`src/hdl/hsvc_pkg.sv`:
```
// Package for the HSV to RGB converter: word types, field widths, defaults
// and the hue sector codes. No dependencies.
`default_nettype none

package hsvc_pkg;

  // Field widths of the words on both channels.
  localparam int unsigned HUE_W      = 16;
  localparam int unsigned CHAN_IN_W  = 12;
  localparam int unsigned CHAN_OUT_W = 11;

  // Defaults for the top-level parameters.
  localparam int unsigned CHANNEL_FRAC_BITS_DEF = 10;
  localparam int unsigned HUE_FRAC_BITS_DEF     = 6;

  // Degrees in one turn and in one sector of the color wheel.
  localparam int unsigned DEG_TURN   = 360;
  localparam int unsigned DEG_SECTOR = 60;

  typedef struct packed {
    logic signed [HUE_W-1:0]     hue;
    logic signed [CHAN_IN_W-1:0] saturation;
    logic signed [CHAN_IN_W-1:0] brightness;
    logic signed [CHAN_IN_W-1:0] alpha_in;
  } hsvc_in_t;

  typedef struct packed {
    logic [CHAN_OUT_W-1:0] red;
    logic [CHAN_OUT_W-1:0] green;
    logic [CHAN_OUT_W-1:0] blue;
    logic [CHAN_OUT_W-1:0] alpha_out;
  } hsvc_out_t;

  // Advance enables for the two register stages of a constant divider.
  typedef struct packed {
    logic mul_en;
    logic fix_en;
  } hsvc_en_t;

  // Sixty-degree sectors of the hue wheel, named by the color span they cover.
  typedef enum logic [2:0] {
    SEC_RED_YEL = 3'd0,
    SEC_YEL_GRN = 3'd1,
    SEC_GRN_CYN = 3'd2,
    SEC_CYN_BLU = 3'd3,
    SEC_BLU_MAG = 3'd4,
    SEC_MAG_RED = 3'd5
  } hsvc_sector_e;

endpackage

`default_nettype wire

```
`src/hdl/hsvc_cdiv.sv`:
```
// Two-stage divider by a constant: reciprocal multiply, then one correction.
// Depends on hsvc_pkg for the stage enable struct.
`default_nettype none

module hsvc_cdiv
  import hsvc_pkg::*;
#(
  parameter int unsigned WIDTH   = 18,
  parameter int unsigned DIVISOR = 23040,
  parameter int unsigned QUOT_W  = 2,
  parameter int unsigned REM_W   = 15
) (
  input  logic              clk_i,
  input  hsvc_en_t          en_i,
  input  logic [WIDTH-1:0]  dividend_i,
  output logic [QUOT_W-1:0] quot_o,
  output logic [REM_W-1:0]  rem_o
);

  // With SH >= WIDTH the estimate is the true quotient or one less.
  localparam int unsigned SH    = WIDTH + $clog2(DIVISOR);
  localparam int unsigned RW    = WIDTH + 2;
  localparam int unsigned PRODW = WIDTH + RW;
  localparam logic [RW-1:0] RECIP = RW'((64'd1 << SH) / 64'(DIVISOR));

  logic [PRODW-1:0]  prod;
  logic [WIDTH-1:0]  dvd_q;
  logic [QUOT_W-1:0] qest_q;
  logic [WIDTH-1:0]  diff;
  logic              over;
  logic [QUOT_W-1:0] quot_q;
  logic [REM_W-1:0]  rem_q;

  assign prod = PRODW'(dividend_i) * PRODW'(RECIP);

  always_ff @(posedge clk_i) begin
    if (en_i.mul_en) begin
      dvd_q  <= dividend_i;
      qest_q <= QUOT_W'(prod >> SH);
    end
  end

  assign diff = dvd_q - WIDTH'(qest_q * DIVISOR);
  assign over = (diff >= WIDTH'(DIVISOR));

  always_ff @(posedge clk_i) begin
    if (en_i.fix_en) begin
      quot_q <= qest_q + QUOT_W'(over);
      rem_q  <= over ? REM_W'(diff - WIDTH'(DIVISOR)) : REM_W'(diff);
    end
  end

  assign quot_o = quot_q;
  assign rem_o  = rem_q;

endmodule

`default_nettype wire

```
`src/hdl/hsv_to_rgb_converter.sv`:
```
// Top level of the HSV to RGB converter: an eight-stage pixel pipeline.
// Depends on hsvc_pkg and hsvc_cdiv.
//
//   channel   direction  handshake               word
//   in        sink       in_valid_i / in_stall_o   hsvc_in_t  (hue, s, v, alpha)
//   out       source     out_valid_o / out_stall_i hsvc_out_t (r, g, b, alpha)
//
// One word enters per cycle while in_stall_o is low and travels to the output register
// (eight stages): clamp, two for the hue divide by one turn, sector, chroma product, two for
// the divide by 60, and placement. Reset clears only the stage valid bits; no clearing pass.
// Each stage holds while the next one is full and stalled, so bubbles close up
// and the input keeps accepting words while the output waits, until every stage is full.
`default_nettype none

module hsv_to_rgb_converter
  import hsvc_pkg::*;
#(
  parameter int unsigned CHANNEL_FRAC_BITS = CHANNEL_FRAC_BITS_DEF,
  parameter int unsigned HUE_FRAC_BITS     = HUE_FRAC_BITS_DEF
) (
  input  logic      clk_i,
  input  logic      rst_ni,
  input  logic      in_valid_i,
  output logic      in_stall_o,
  input  hsvc_in_t  in_data_i,
  output logic      out_valid_o,
  input  logic      out_stall_i,
  output hsvc_out_t out_data_o
);

  localparam int unsigned NSTG   = 8;
  localparam int unsigned ONE    = 1 << CHANNEL_FRAC_BITS;
  localparam int unsigned INMAX  = (1 << (CHAN_IN_W - 1)) - 1;
  localparam int unsigned CMAX   = (ONE < INMAX) ? ONE : INMAX;
  localparam int unsigned CW     = $clog2(CMAX + 1);
  localparam int unsigned TURN   = DEG_TURN << HUE_FRAC_BITS;
  localparam int unsigned SECT   = DEG_SECTOR << HUE_FRAC_BITS;
  localparam int unsigned NSEC   = DEG_TURN / DEG_SECTOR;
  localparam int unsigned HSPAN  = 1 << HUE_W;
  localparam int unsigned HOFF   = (TURN - ((HSPAN / 2) % TURN)) % TURN;
  localparam int unsigned WW     = $clog2(HSPAN + TURN);
  localparam int unsigned HQMAX  = ((1 << WW) - 1) / TURN;
  localparam int unsigned HQW    = $clog2(HQMAX + 1);
  localparam int unsigned HRW    = $clog2(TURN);
  localparam int unsigned SRW    = $clog2(SECT);
  localparam int unsigned NW     = $clog2(SECT + 1);
  localparam int unsigned PW     = $clog2(CMAX * DEG_SECTOR + 1);
  localparam int unsigned XQMAX  = ((1 << PW) - 1) / DEG_SECTOR;
  localparam int unsigned XQW    = $clog2(XQMAX + 1);
  localparam int unsigned XRW    = $clog2(DEG_SECTOR);

  function automatic logic [CW-1:0] clamp_unit(input logic signed [CHAN_IN_W-1:0] x);
    logic [CW-1:0] r;
    if (x <= 0) begin
      r = '0;
    end else if (int'(x) >= int'(ONE)) begin
      r = CW'(ONE);
    end else begin
      r = CW'(x);
    end
    return r;
  endfunction

  // Stage control.
  logic [NSTG-1:0] vld_q, vld_d, rdy;

  always_comb begin
    rdy[NSTG-1] = !vld_q[NSTG-1] || !out_stall_i;
    for (int k = NSTG - 2; k >= 0; k--) begin
      rdy[k] = !vld_q[k] || rdy[k+1];
    end
  end

  assign vld_d = ({vld_q[NSTG-2:0], in_valid_i} & rdy) | (vld_q & ~rdy);

  always_ff @(posedge clk_i or negedge rst_ni) begin
    if (!rst_ni) begin
      vld_q <= '0;
    end else begin
      vld_q <= vld_d;
    end
  end

  assign in_stall_o  = !rdy[0];
  assign out_valid_o = vld_q[NSTG-1];

  // Stage 0: clamp the channels and bias the hue to a non-negative value that
  // is congruent to it modulo one turn.
  logic [CW-1:0] s0_s_q, s0_v_q, s0_a_q;
  logic [WW-1:0] s0_w_q;

  always_ff @(posedge clk_i) begin
    if (rdy[0]) begin
      s0_s_q <= clamp_unit(in_data_i.saturation);
      s0_v_q <= clamp_unit(in_data_i.brightness);
      s0_a_q <= clamp_unit(in_data_i.alpha_in);
      s0_w_q <= WW'({~in_data_i.hue[HUE_W-1], in_data_i.hue[HUE_W-2:0]}) + WW'(HOFF);
    end
  end

  // Stages 1 and 2: hue modulo one turn in the divider; chroma alongside.
  hsvc_en_t        hue_en;
  logic [HRW-1:0]  hue_rem;
  logic [2*CW-1:0] vs_prod;
  logic [CW-1:0]   s1_c_q, s1_v_q, s1_a_q;
  logic [CW-1:0]   s2_c_q, s2_m_q, s2_a_q;

  assign hue_en = '{mul_en: rdy[1], fix_en: rdy[2]};

  hsvc_cdiv #(
    .WIDTH   (WW),
    .DIVISOR (TURN),
    .QUOT_W  (HQW),
    .REM_W   (HRW)
  ) u_hue_div (
    .clk_i      (clk_i),
    .en_i       (hue_en),
    .dividend_i (s0_w_q),
    .quot_o     (),
    .rem_o      (hue_rem)
  );

  assign vs_prod = s0_v_q * s0_s_q;

  always_ff @(posedge clk_i) begin
    if (rdy[1]) begin
      s1_c_q <= CW'(vs_prod >> CHANNEL_FRAC_BITS);
      s1_v_q <= s0_v_q;
      s1_a_q <= s0_a_q;
    end
  end

  always_ff @(posedge clk_i) begin
    if (rdy[2]) begin
      s2_c_q <= s1_c_q;
      s2_m_q <= s1_v_q - s1_c_q;
      s2_a_q <= s1_a_q;
    end
  end

  // Stage 3: sector and the distance into it, mirrored in odd sectors.
  logic [2:0]     sec_cnt;
  logic [HRW-1:0] sec_base;
  logic [SRW-1:0] sec_rem;
  logic [NW-1:0]  sec_num;
  hsvc_sector_e   s3_sec_q;
  logic [NW-1:0]  s3_num_q;
  logic [CW-1:0]  s3_c_q, s3_m_q, s3_a_q;

  always_comb begin
    sec_cnt = '0;
    for (int k = 1; k < NSEC; k++) begin
      if (32'(hue_rem) >= k * SECT) begin
        sec_cnt = sec_cnt + 3'd1;
      end
    end
  end

  assign sec_base = HRW'(32'(sec_cnt) * SECT);
  assign sec_rem  = SRW'(hue_rem - sec_base);
  assign sec_num  = sec_cnt[0] ? NW'(SECT) - NW'(sec_rem) : NW'(sec_rem);

  always_ff @(posedge clk_i) begin
    if (rdy[3]) begin
      s3_sec_q <= hsvc_sector_e'(sec_cnt);
      s3_num_q <= sec_num;
      s3_c_q   <= s2_c_q;
      s3_m_q   <= s2_m_q;
      s3_a_q   <= s2_a_q;
    end
  end

  // Stage 4: chroma times the sector distance. Dropping the hue fraction bits
  // first leaves a plain divide by 60 for the next two stages.
  logic [CW+NW-1:0] cn_prod;
  logic [PW-1:0]    s4_pd_q;
  hsvc_sector_e     s4_sec_q;
  logic [CW-1:0]    s4_c_q, s4_m_q, s4_a_q;

  assign cn_prod = s3_c_q * s3_num_q;

  always_ff @(posedge clk_i) begin
    if (rdy[4]) begin
      s4_pd_q  <= PW'(cn_prod >> HUE_FRAC_BITS);
      s4_sec_q <= s3_sec_q;
      s4_c_q   <= s3_c_q;
      s4_m_q   <= s3_m_q;
      s4_a_q   <= s3_a_q;
    end
  end

  // Stages 5 and 6: the intermediate component X in the divider.
  hsvc_en_t       x_en;
  logic [XQW-1:0] x_quot;
  hsvc_sector_e   s5_sec_q, s6_sec_q;
  logic [CW-1:0]  s5_c_q, s5_m_q, s5_a_q;
  logic [CW-1:0]  s6_c_q, s6_m_q, s6_a_q;

  assign x_en = '{mul_en: rdy[5], fix_en: rdy[6]};

  hsvc_cdiv #(
    .WIDTH   (PW),
    .DIVISOR (DEG_SECTOR),
    .QUOT_W  (XQW),
    .REM_W   (XRW)
  ) u_x_div (
    .clk_i      (clk_i),
    .en_i       (x_en),
    .dividend_i (s4_pd_q),
    .quot_o     (x_quot),
    .rem_o      ()
  );

  always_ff @(posedge clk_i) begin
    if (rdy[5]) begin
      s5_sec_q <= s4_sec_q;
      s5_c_q   <= s4_c_q;
      s5_m_q   <= s4_m_q;
      s5_a_q   <= s4_a_q;
    end
  end

  always_ff @(posedge clk_i) begin
    if (rdy[6]) begin
      s6_sec_q <= s5_sec_q;
      s6_c_q   <= s5_c_q;
      s6_m_q   <= s5_m_q;
      s6_a_q   <= s5_a_q;
    end
  end

  // Stage 7: place C and X by sector and add m. Grey and black need no special
  // path: zero saturation gives C = X = 0 and m = v, zero value gives all zero.
  logic [CW-1:0] x_val, r_sel, g_sel, b_sel;
  hsvc_out_t     out_d, out_q;

  assign x_val = CW'(x_quot);

  always_comb begin
    case (s6_sec_q)
      SEC_RED_YEL: begin r_sel = s6_c_q; g_sel = x_val;  b_sel = '0;     end
      SEC_YEL_GRN: begin r_sel = x_val;  g_sel = s6_c_q; b_sel = '0;     end
      SEC_GRN_CYN: begin r_sel = '0;     g_sel = s6_c_q; b_sel = x_val;  end
      SEC_CYN_BLU: begin r_sel = '0;     g_sel = x_val;  b_sel = s6_c_q; end
      SEC_BLU_MAG: begin r_sel = x_val;  g_sel = '0;     b_sel = s6_c_q; end
      default:     begin r_sel = s6_c_q; g_sel = '0;     b_sel = x_val;  end
    endcase
  end

  always_comb begin
    out_d.red       = CHAN_OUT_W'(r_sel + s6_m_q);
    out_d.green     = CHAN_OUT_W'(g_sel + s6_m_q);
    out_d.blue      = CHAN_OUT_W'(b_sel + s6_m_q);
    out_d.alpha_out = CHAN_OUT_W'(s6_a_q);
  end

  always_ff @(posedge clk_i) begin
    if (rdy[7]) begin
      out_q <= out_d;
    end
  end

  assign out_data_o = out_q;

`ifndef SYNTHESIS
  a_stall_only_when_full: assert property (@(posedge clk_i) disable iff (!rst_ni)
    in_stall_o |-> (&vld_q))
    else $error("input stalled while a pipeline stage is empty");

  a_accept_fills_stage0: assert property (@(posedge clk_i) disable iff (!rst_ni)
    (in_valid_i && !in_stall_o) |=> vld_q[0])
    else $error("accepted word did not reach the first stage");

  a_hue_wrapped: assert property (@(posedge clk_i) disable iff (!rst_ni)
    vld_q[2] |-> (32'(hue_rem) < TURN))
    else $error("wrapped hue is not below one turn");

  a_out_in_range: assert property (@(posedge clk_i) disable iff (!rst_ni)
    out_valid_o |-> (32'(out_data_o.red) <= CMAX && 32'(out_data_o.green) <= CMAX &&
                     32'(out_data_o.blue) <= CMAX && 32'(out_data_o.alpha_out) <= CMAX))
    else $error("output channel above full scale");
`endif

endmodule

`default_nettype wire
```
`config.mk`:
```
export PLATFORM = sky130hd
export DESIGN_NAME = hsv_to_rgb_converter
export DESIGN_NICKNAME = d
export VERILOG_FILES = /design/src/hdl/hsvc_pkg.sv /design/src/hdl/hsvc_cdiv.sv /design/src/hdl/hsv_to_rgb_converter.sv
export SDC_FILE = /design/constraint.sdc
export NUM_CORES = 1
export LEC_CHECK = 0
export BUFFER_PORTS_ARGS = -buffer_cell sky130_fd_sc_hd__buf_4
export CAP_MARGIN = 20
export CORE_MARGIN = 5
export CORE_UTILIZATION = 40
export CTS_CLUSTER_DIAMETER = 120
export CTS_CLUSTER_SIZE = 24
export DETAILED_ROUTE_END_ITERATION = 10
export PLACE_DENSITY = 0.62
export SLEW_MARGIN = 15
export SYNTH_ARGS = -nofsm -noshare
export SYNTH_HDL_FRONTEND = slang
export SYNTH_SLANG_ARGS = --single-unit
```
`constraint.sdc`:
```
create_clock -name clk_i -period 9.25 [get_ports clk_i]
set_input_delay 0.925 -clock clk_i [delete_from_list [all_inputs] [get_ports clk_i]]
set_output_delay 0.925 -clock clk_i [all_outputs]
set_load 0.01 [all_outputs]
```
* Yosys cells after proc, flatten, opt, wreduce, memory -nomap -nowiden
Cells that the tools add are included.
** Cells by class
- Add/subtract/negate cells :: 15
- Multiply operators :: 7
- Reductions and logical operators :: 28
- Shift-type cells :: 0
- Bitwise logic cells :: 5
- Order comparisons :: 13
- Div/mod/pow operators :: 0
- Equal/unequal tests :: 4
- Muxes and demuxes :: 13
** Operator list (number)
- one-hot mux 11 bit (2 select lines) :: 3
- greater-or-equal comparator 12 bit, second input constant :: 3
- less-or-equal comparator 12 x 1 -> 1 bit, second input constant :: 3
- multiplier 17 x 18 -> 35 bit, second input constant :: 1
- adder 11 bit :: 3
- multiplier 16 x 17 -> 33 bit, second input constant :: 1
- 2-to-1 mux 11 bit :: 3
- greater-or-equal comparator 15 x 14 -> 1 bit, second input constant :: 2
- multiplier 11 x 12 -> 22 bit :: 1
- multiplier 11 x 11 -> 21 bit :: 1
- OR reduction 2 bit :: 9
- adder 16 x 14 -> 17 bit, second input constant :: 1
- greater-or-equal comparator 17 x 15 -> 1 bit, second input constant :: 1
- subtractor 17 bit :: 1
- bitwise AND 8 bit :: 2
- greater-or-equal comparator 16 x 6 -> 1 bit, second input constant :: 1
- subtractor 16 bit :: 1
- greater-or-equal comparator 15 x 12 -> 1 bit, second input constant :: 1
- greater-or-equal comparator 15 x 13 -> 1 bit, second input constant :: 1
- greater-or-equal comparator 15 bit, second input constant :: 1
- 2-to-1 mux 15 bit :: 1
- subtractor 15 bit, second input constant :: 1
- multiplier 11 x 4 -> 14 bit, second input constant :: 1
- adder 3 x 1 -> 3 bit, second input constant :: 4
- 18 further kinds :: 38
** Storage, ports and cells
- Bits in read-only memories :: 0
- Logic and storage cells :: 127
- Flip-flop bits (word level) :: 413
- Input port bits :: 56
- Bits in latches :: 0
- Output and inout bits :: 46
- Bits in writable memories :: 0
- Memories kept :: 0

* Logic depth before layout (Yosys ltp)
Gate-level depths: netlist of the first run.
- Word-level depth :: 14
- Mapped depth :: 26
- Depth with buffers taken out :: 26

* Modules after synthesis
From an unflattened synthesis of the first run, not the netlist that was laid out.
** Second synthesis, totals
- Cell total of the unflattened synthesis :: 2908
- Area, all modules :: 33554.7 µm²
** By module, submodules not included
- hsv_to_rgb_converter :: times used 1, sequential area each 10169.8 µm², area each 21878.5 µm², cells an instance 1822
- hsvc_cdiv (u_hue_div) :: times used 1, sequential area each 1141.1 µm², area each 6456.2 µm², cells an instance 608
- hsvc_cdiv (u_x_div) :: times used 1, sequential area each 1321.3 µm², area each 5220.0 µm², cells an instance 478

* Least setup slack after synthesis of the first run
OpenSTA, ideal clock, no wires.
- Path type :: reg2reg
- Start point :: register u_x_div.qest_q[3]
- End point :: register u_x_div.quot_q[10], in the netlist u_x_div.quot_o[10] (data pin)
- Stages on the path, launching flop included :: 27
- Path buffers :: 0
- Slack :: 3.792 ns
- Data required time :: 8.989 ns
- Setup time :: 0.261 ns
- Arrival time :: 5.197 ns
- Period minus slack after synthesis :: 5.458 ns
- Path through :: edfxtp_1 -> inv_1 -> fa_1 -> fa_1 -> inv_1 -> ha_1 -> nor2b_1 -> o21ai_0 -> a21boi_0 -> o21ai_0 -> a21boi_0 -> o21a_1 -> o21a_1 -> or2_2 -> ha_1 -> nor2_1 -> nor2_1 -> o22ai_1 -> nor3_1 -> o2111a_1 -> nand4_1 -> a211o_1 -> ha_1 -> ha_1 -> and3_1 -> nand3_1 -> xnor2_1
** Between the ends
- Longest elaborated chain between the ends :: 4
** RTL lines
- start: declaration :: RTL line hsvc_cdiv.sv:28 : logic [QUOT_W-1:0] qest_q;
- start signal: assignment :: RTL line hsvc_cdiv.sv:39 : qest_q <= QUOT_W'(prod >> SH);
- multiplier 11 x 4 -> 14 bit :: RTL line hsvc_cdiv.sv:43 : assign diff = dvd_q - WIDTH'(qest_q * DIVISOR);
- subtractor 16 bit :: RTL line hsvc_cdiv.sv:43
- greater-or-equal comparator 16 x 6 -> 1 bit :: RTL line hsvc_cdiv.sv:44 : assign over = (diff >= WIDTH'(DIVISOR));
- adder 11 x 1 -> 11 bit * :: RTL line hsvc_cdiv.sv:48 : quot_q <= qest_q + QUOT_W'(over);
- end signal: assignment :: RTL line hsvc_cdiv.sv:48
- end: declaration :: RTL line hsvc_cdiv.sv:31 : logic [QUOT_W-1:0] quot_q;
Every way passes the cells marked *; elsewhere a longest branch is shown, timed or not.
A chain may end at the register's enable or synchronous reset.

* Worst setup path in the final report of the first run
Same ends and word-level chain as after synthesis.

==> results of run 1 <==
-- cells by family after synthesis --
group,Yosys count,synth area share
mux,15,0.00511
xor+xnor,138,0.0383
simple gates,591,0.0892
flops,411,0.389
fa+ha+maj,721,0.355
compound gates,293,0.0607
buf+inv,526,0.0625
-- cell usage in the layout (no fill, tap or decap), types with 45 or more instances in the layout --
cell      netlist  routed
inv_1         463     461
ha_1          430     430
edfxtp_1      403     403
fa_1          291     291
nand2_1       269     265
and2_1        129     129
buf_4           0     107
xnor2_1        93      93
a21oi_1        85      85
nor2_1         71      71
o21ai_0        54      54
xor2_1         45      45
-- routing by layer --
metal / vias to the layer above / routed length (µm) / track usage
li1: 9118 / - / -
met5: - / 0 / 0
met4: 0 / 1010 / 0.0254
met2: 256 / 30000 / 0.258
met1: 9258 / 26700 / 0.189
met3: 72 / 1570 / 0.0146
-- flip-flops by register name, indices dropped and copies added, names as in the netlist, 12 cells and up, named ones only --
| signal | count |
|---|---|
| u_hue_div.rem_o | 15 |
| s4_pd_q | 16 |
| out_data_o | 44 |
| u_hue_div.dvd_q | 17 |
| s3_num_q | 12 |
| u_x_div.dvd_q | 14 |
| s0_w_q | 17 |
-- metrics by stage --
step,util,cell area (µm²),setup slack (ps)
global placement,0.426,33500,3380
floorplan,-,31600,3790
detailed placement,0.426,33500,3260
finish,0.436,34300,3230
global route,0.436,34300,2810
CTS,0.435,34200,3220
-- how the worst min path moves through the flow --
stage,cells past startpoint,startpoint,endpoint
final,1,rst_ni,asynchronous set/reset pin
after global routing,1,rst_ni,asynchronous set/reset pin
after CTS,1,rst_ni,asynchronous set/reset pin
after global placement,0,s2_c_q[5]$_DFFE_PN_,s3_c_q[5]$_DFFE_PP_
after detailed placement,0,s2_c_q[5]$_DFFE_PN_,s3_c_q[5]$_DFFE_PP_
after floorplan,0,s6_a_q[0]$_DFFE_PP_,out_data_o[0]$_DFFE_PP_
-- cell type report --
cell class | instances | share of cell area
Clock buffer | 32 | 0.0178
Inverter | 463 | 0.0507
Timing Repair Buffer | 109 | 0.0246
Clock inverter | 7 | 0.00321
Sequential cell | 411 | 0.359
Multi-Input combinational cell | 1758 | 0.506
Tap cell | 1050 | 0.0384
==> results by group, run 1 <==
STA
  • Period utilisation layout: 0.651
  • Worst-Margin Slew: 1060 ps
  • Hold Slack: between 150 and 200 ps
  • Setup_tns: 0 ps
  • Setup Skew: ~24 ps
  • Relative slew slack: 0.288
  • Max Clock Freq: about 0.17 GHz
  • Slew Limit Fails: 0
  • Final Setup Violations: 0
  • Final Hold Vio Count: 0
  • Post-layout min period: ~6000 ps
  • RSZ-0062 raised after global routing: no

Synthesis
  • Synth area leaders: edfxtp_1 (38%), fa_1 (18%), ha_1 (17%)
  • Post-synth EDFFs: about 400
  • Predominant post-synthesis flop cell: edfxtp_1
  • Syn. warnings: 0
  • Most frequent cell after synthesis: inv_1
  • Syn Nets: between 3,000 and 4,000
  • Cell taking the most area after synthesis: edfxtp_1
  • Post-Syn Area: about 32,000 µm²
  • Yosys top cell area share: 0.383
  • Sequential cell area fraction in the yosys report: 0.389
  • Async SR Flop Fraction: 0.0195
  • Synth cell types: 60
  • Commonest cells post-synth: inv_1 (463), ha_1 (430), edfxtp_1 (403), fa_1 (291), nand2_1 (269)
  • Mean Syn Cell Area: 11.7 µm²
  • Cells after Synth: roughly 2,700
  • Seq cells post-synth: between 400 and 500

Clocking
  • Clock slew at reported path FFs: about 100 ps
  • Post-cts resize count: 0
  • CTS tree: built
  • CTS sink count: slightly above 400
  • Number of H-tree levels: 1
  • Clk root buf: clkbuf_16
  • CTS Hold Buffers Added: 0
  • Deepest clock path buffer count: 3
  • Worst skew pair latency: between 500 and 600 ps
  • TritonCTS Buffers: 23
  • Post-CTS Setup Bufs: 0

Worst setup path
  • Largest stage delay on the critical path: 510 ps
  • Worst EP arrival: approximately 6400 ps
  • CP endpoint: u_x_div.quot_o[10]$_DFFE_PP_
  • Buf/Inv on CP: 2
  • R2R Path End: u_x_div.quot_o[10]$_DFFE_PP_
  • Crit path top cell by count: ha_1
  • Flop-to-flop setup slack: roughly 3200 ps
  • CP max stage cell: fa_1
  • CP top delay family: adder cells
  • Critical path depth: 26
  • Reg2Reg Depth: 26
  • Worst EP required: between 9000 and 10,000 ps
  • Crit path capture type: flop
  • Setup crit start: u_x_div.qest_q[3]$_DFFE_PP_
  • CP max FO: 5
  • Setup CP Type: flop to flop
  • Reg2reg start: u_x_div.qest_q[3]$_DFFE_PP_
  • Critical Path Start Type: flop

GRT
  • Total grt overflow: 0
  • Global-route wire length before repair: just over 100,000 µm
  • GR Util All Layers: 0.143
  • Vias in the first global route: 20,500
  • Largest net degree at the start of global routing: 63
  • Initial antenna violation count: 0

Route
  • Average routed wire per standard cell: 15.5 µm
  • Initial detailed-routing violation count: 921
  • DR DRC count: 0
  • Antenna viol nets, final: 0
  • Drt via density: between 4 and 5
  • WL final: 59,200 µm
  • Vias: about 19,000
  • DR pass1 iterations: 5

Finish
  • FF+latch area: roughly 12,000 µm²
  • Fill cell count: 7,234
  • Area growth syn-to-layout: 8.44%
  • Post-Layout Cell Count: ~3,800
  • Ant. Diodes: 0
  • Layout cells sized above 1: 0.0601
  • Area of the multi-input gates: ~17,000 µm²
  • Final #Nets: 3,543

Floorplanning
  • IO Pins: between 100 and 150
  • Die ar.: between 80,000 and 90,000 µm²
  • Std cell rows: just over 100
  • Initial core utilization: 0.402
  • Die height: between 200 and 300 µm
  • Die X: 291 µm
  • Core box area: 78,600 µm²

Placed design
  • Detailed placer's ending HPWL: 48,300 µm
  • IO Port Bufs: around 100
  • Gpl congestion: slightly below 0.9
  • Placed Instances: 3,789

Worst hold path
  • Hold Path Class: input pin to asynchronous set/reset pin

Job
  • Max cap viols: 0

Outcome
  • Status: finished clean
Power of run 1 is left out: the tool's default activity adds up to more than one toggle a clock period on the data nets, which glitch-free logic cannot reach.
==> run 2: changes to the inputs <==
--- a/config.mk
+++ b/config.mk
@@ -5,6 +5,7 @@
 export SDC_FILE = /design/constraint.sdc
 export NUM_CORES = 1
 export LEC_CHECK = 0
+export ABC_AREA = 1
 export BUFFER_PORTS_ARGS = -buffer_cell sky130_fd_sc_hd__buf_4
 export CAP_MARGIN = 20
 export CORE_MARGIN = 5
==> constraint.sdc (replaced) <==
create_clock -name clk_i -period 5.9 [get_ports clk_i]
set_input_delay 0.59 -clock clk_i [delete_from_list [all_inputs] [get_ports clk_i]]
set_output_delay 0.59 -clock clk_i [all_outputs]
set_load 0.01 [all_outputs]
==> run 2 against run 1 <==
Compared with the run above:
- cell area up 6.8%
- critical path depth down 3
- first-iteration DRC count up 23%
- wire length up 15%
- hold slack better by 58 ps
- clock skew up 7.5 ps
- non-clock buffer count up 1
- sequential share of layout area down 2.3 points
- utilization about the same
- critical path type unchanged
- highest routed layer unchanged
==> results by group, run 2 <==
Route
  • WL final: 67,900 µm (was 59,200 µm)
  • DR pass1 iterations: 5 (unchanged)
  • Vias: 22,500 (was 18,700)
  • Drt via density: 4.78 (was 4.88)
  • DR DRC count: 0 (unchanged)
  • Antenna viol nets, final: 0 (unchanged)
  • Average routed wire per standard cell: 14.4 µm (was 15.5 µm)
  • Initial detailed-routing violation count: 1,132 (was 921)

Clocking
  • Worst skew pair latency: 560 ps (was 580 ps)
  • Clock slew at reported path FFs: 100 ps (about the same)
  • CTS tree: built (unchanged)
  • Clk root buf: clkbuf_16 (unchanged)
  • CTS Hold Buffers Added: 1 (was 0)
  • CTS sink count: 411 (unchanged)
  • Post-CTS Setup Bufs: 0 (unchanged)
  • Number of H-tree levels: 1 (unchanged)
  • TritonCTS Buffers: 21 (was 23)
  • Post-cts resize count: 0 (unchanged)
  • Deepest clock path buffer count: 3 (unchanged)

STA
  • Worst-Margin Slew: 933 ps (was 1060 ps)
  • Setup Skew: 31.6 ps (was 24.1 ps)
  • Period utilisation layout: 0.892 (was 0.651)
  • Final Setup Violations: 0 (unchanged)
  • RSZ-0062 raised after global routing: no (unchanged)
  • Post-layout min period: 5260 ps (was 6020 ps)
  • Slew Limit Fails: 0 (unchanged)
  • Relative slew slack: 0.378 (was 0.288)
  • Setup_tns: 0 ps (unchanged)
  • Final Hold Vio Count: 0 (unchanged)
  • Max Clock Freq: 0.190 GHz (was 0.166 GHz)

Synthesis
  • Yosys top cell area share: 0.356 (was 0.383)
  • Synth area leaders: edfxtp_1 (36%), fa_1 (17%), ha_1 (16%) (was edfxtp_1 (38%), fa_1 (18%), ha_1 (17%))
  • Predominant post-synthesis flop cell: edfxtp_1 (unchanged)
  • Syn Nets: 4,248 (was 3,472)
  • Most frequent cell after synthesis: inv_1 (unchanged)
  • Commonest cells post-synth: inv_1 (755), nand2_1 (700), ha_1 (430), edfxtp_1 (403), fa_1 (291) (was inv_1 (463), ha_1 (430), edfxtp_1 (403), fa_1 (291), nand2_1 (269))
  • Post-synth EDFFs: 403 (unchanged)
  • Synth cell types: 46 (was 60)
  • Async SR Flop Fraction: 0.0195 (unchanged)
  • Mean Syn Cell Area: 9.78 µm² (was 11.7 µm²)
  • Sequential cell area fraction in the yosys report: 0.362 (was 0.389)
  • Cell taking the most area after synthesis: edfxtp_1 (unchanged)
  • Cells after Synth: 3,471 (was 2,695)
  • Syn. warnings: 0 (unchanged)
  • Seq cells post-synth: 411 (unchanged)
  • Post-Syn Area: 34,000 µm² (was 31,600 µm²)

Floorplanning
  • Die height: 301 µm (was 291 µm)
  • Std cell rows: 106 (was 103)
  • Initial core utilization: 0.404 (was 0.402)
  • IO Pins: 102 (unchanged)
  • Die ar.: 90,800 µm² (was 84,700 µm²)
  • Die X: 301 µm (was 291 µm)
  • Core box area: 84,000 µm² (was 78,600 µm²)

Finish
  • Final #Nets: 4,327 (was 3,543)
  • Layout cells sized above 1: 0.0502 (was 0.0601)
  • Commonest non-fill, non-tap cell in the layout: inv_1 (unchanged)
  • Most frequent cells in the layout: inv_1 (752), nand2_1 (698), ha_1 (430) (was inv_1 (461), ha_1 (430), edfxtp_1 (403))
  • Largest register FFs: 44 (unchanged)
  • Area growth syn-to-layout: 7.78% (was 8.44%)
  • Fill cell count: 8,055 (was 7,234)

Worst setup path
  • Critical Path Start Type: flop (unchanged)
  • Worst EP arrival: 5570 ps (was 6350 ps)
  • Crit path capture type: flop (unchanged)
  • Worst EP required: 6210 ps (was 9570 ps)
  • Setup CP Type: flop to flop (unchanged)
  • CP max FO: 5 (unchanged)

GRT
  • GR Util All Layers: 0.151 (was 0.143)
  • Initial antenna violation count: 1 (was 0)
  • Global-route wire length before repair: 113,000 µm (was 102,000 µm)
  • Vias in the first global route: 22,700 (was 20,500)
  • Total grt overflow: 0 (unchanged)
  • Largest net degree at the start of global routing: 54 (was 63)

Placed design
  • IO Port Bufs: 101 (unchanged)
  • Detailed placer's ending HPWL: 56,500 µm (was 48,300 µm)
  • Gpl congestion: 0.886 (was 0.870)

Worst hold path
  • Hold Path Class: input pin to flop (was input pin to asynchronous set/reset pin)

Job
  • Max cap viols: 0 (unchanged)

Outcome
  • Status: finished clean (unchanged)
[run 2: cell families (layout without fill, tap and decap cells)]
family,after synthesis,in the layout,synth area share
compound gates,299,299,0.0500
flops,411,411,0.362
other cells,0,1,0
xor+xnor,116,116,0.0301
buf+inv,813,907,0.0908
fa+ha+maj,721,721,0.330
simple gates,1111,1111,0.137
[run 2: final cells by class]
cell class	count	area, µm²	share of cell area
clock buffer	35	588	0.0161
antenna	1	2.50	0.0000684
clock inverter	3	30.0	0.000821
timing repair buffer	110	828	0.0226
multi-input combinational	2247	18600	0.508
inverter	759	2850	0.0779
sequential	411	12300	0.336
tap	1134	1420	0.0388
[run 2: routing by layer]
metal,vias to the layer above,wire [µm],track usage
met5,-,0,0
met4,0,1100,0.0239
met3,53,2880,0.0172
met2,410,32600,0.259
met1,10700,31300,0.211
li1,11300,-,-
[run 2: path summary, 6_finish.rpt]
| kind | startpoint | endpoint | depth (start not counted) | slack (ps) |
|---|---|---|---|---|
| worst max-delay path | u_x_div.qest_q[3]$_DFFE_PP_ | u_x_div.quot_o[10]$_DFFE_PP_ | 23 | 640 |
| worst min-delay path | in_data_i[36] | s0_w_q[0]$_DFFE_PN_ | 1 | 210 |
| worst max register to register | u_x_div.qest_q[3]$_DFFE_PP_ | u_x_div.quot_o[10]$_DFFE_PP_ | 23 | 640 |
| worst min register to register | s4_m_q[6]$_DFFE_PP_ | s5_m_q[6]$_DFFE_PP_ | 0 | 400 |
| max in group asynchronous | rst_ni | asynchronous set/reset pin | 2 | 5360 |
| min in group asynchronous | rst_ni | asynchronous set/reset pin | 2 | 390 |
[run 2: metrics by stage]
step | util | hold slack, ps | instances | setup slack (ps) | cell area, µm²
6_report | 0.436 | 208 | 4700 | 637 | 36600
5_1_grt | 0.436 | 166 | 4700 | 220 | 36600
4_1_cts | 0.436 | 179 | 4699 | 583 | 36600
3_5_place_dp | 0.428 | 405 | 4660 | 603 | 36000
3_3_place_gp | 0.428 | 401 | 4660 | 709 | 36000
2_1_floorplan | - | 294 | 3471 | 29.8 | 34000
[run 2: critical path, stage by stage (launching register included)]
cell,delay (ps)
edfxtp_1,490
inv_1,230
fa_1,480
fa_1,510
inv_1,40
ha_1,340
a21oi_1,160
nand2_1,110
a21oi_1,210
o21ai_0,180
xnor2_1,180
ha_1,360
a21oi_1,250
nand2_1,80
nand3b_1,170
nand2_1,70
nand4_1,90
nor2_1,140
nand3_1,160
ha_1,270
ha_1,190
nand3_1,120
nor2_1,60
xor2_1,130
Power of run 2 is left out for the same reason.
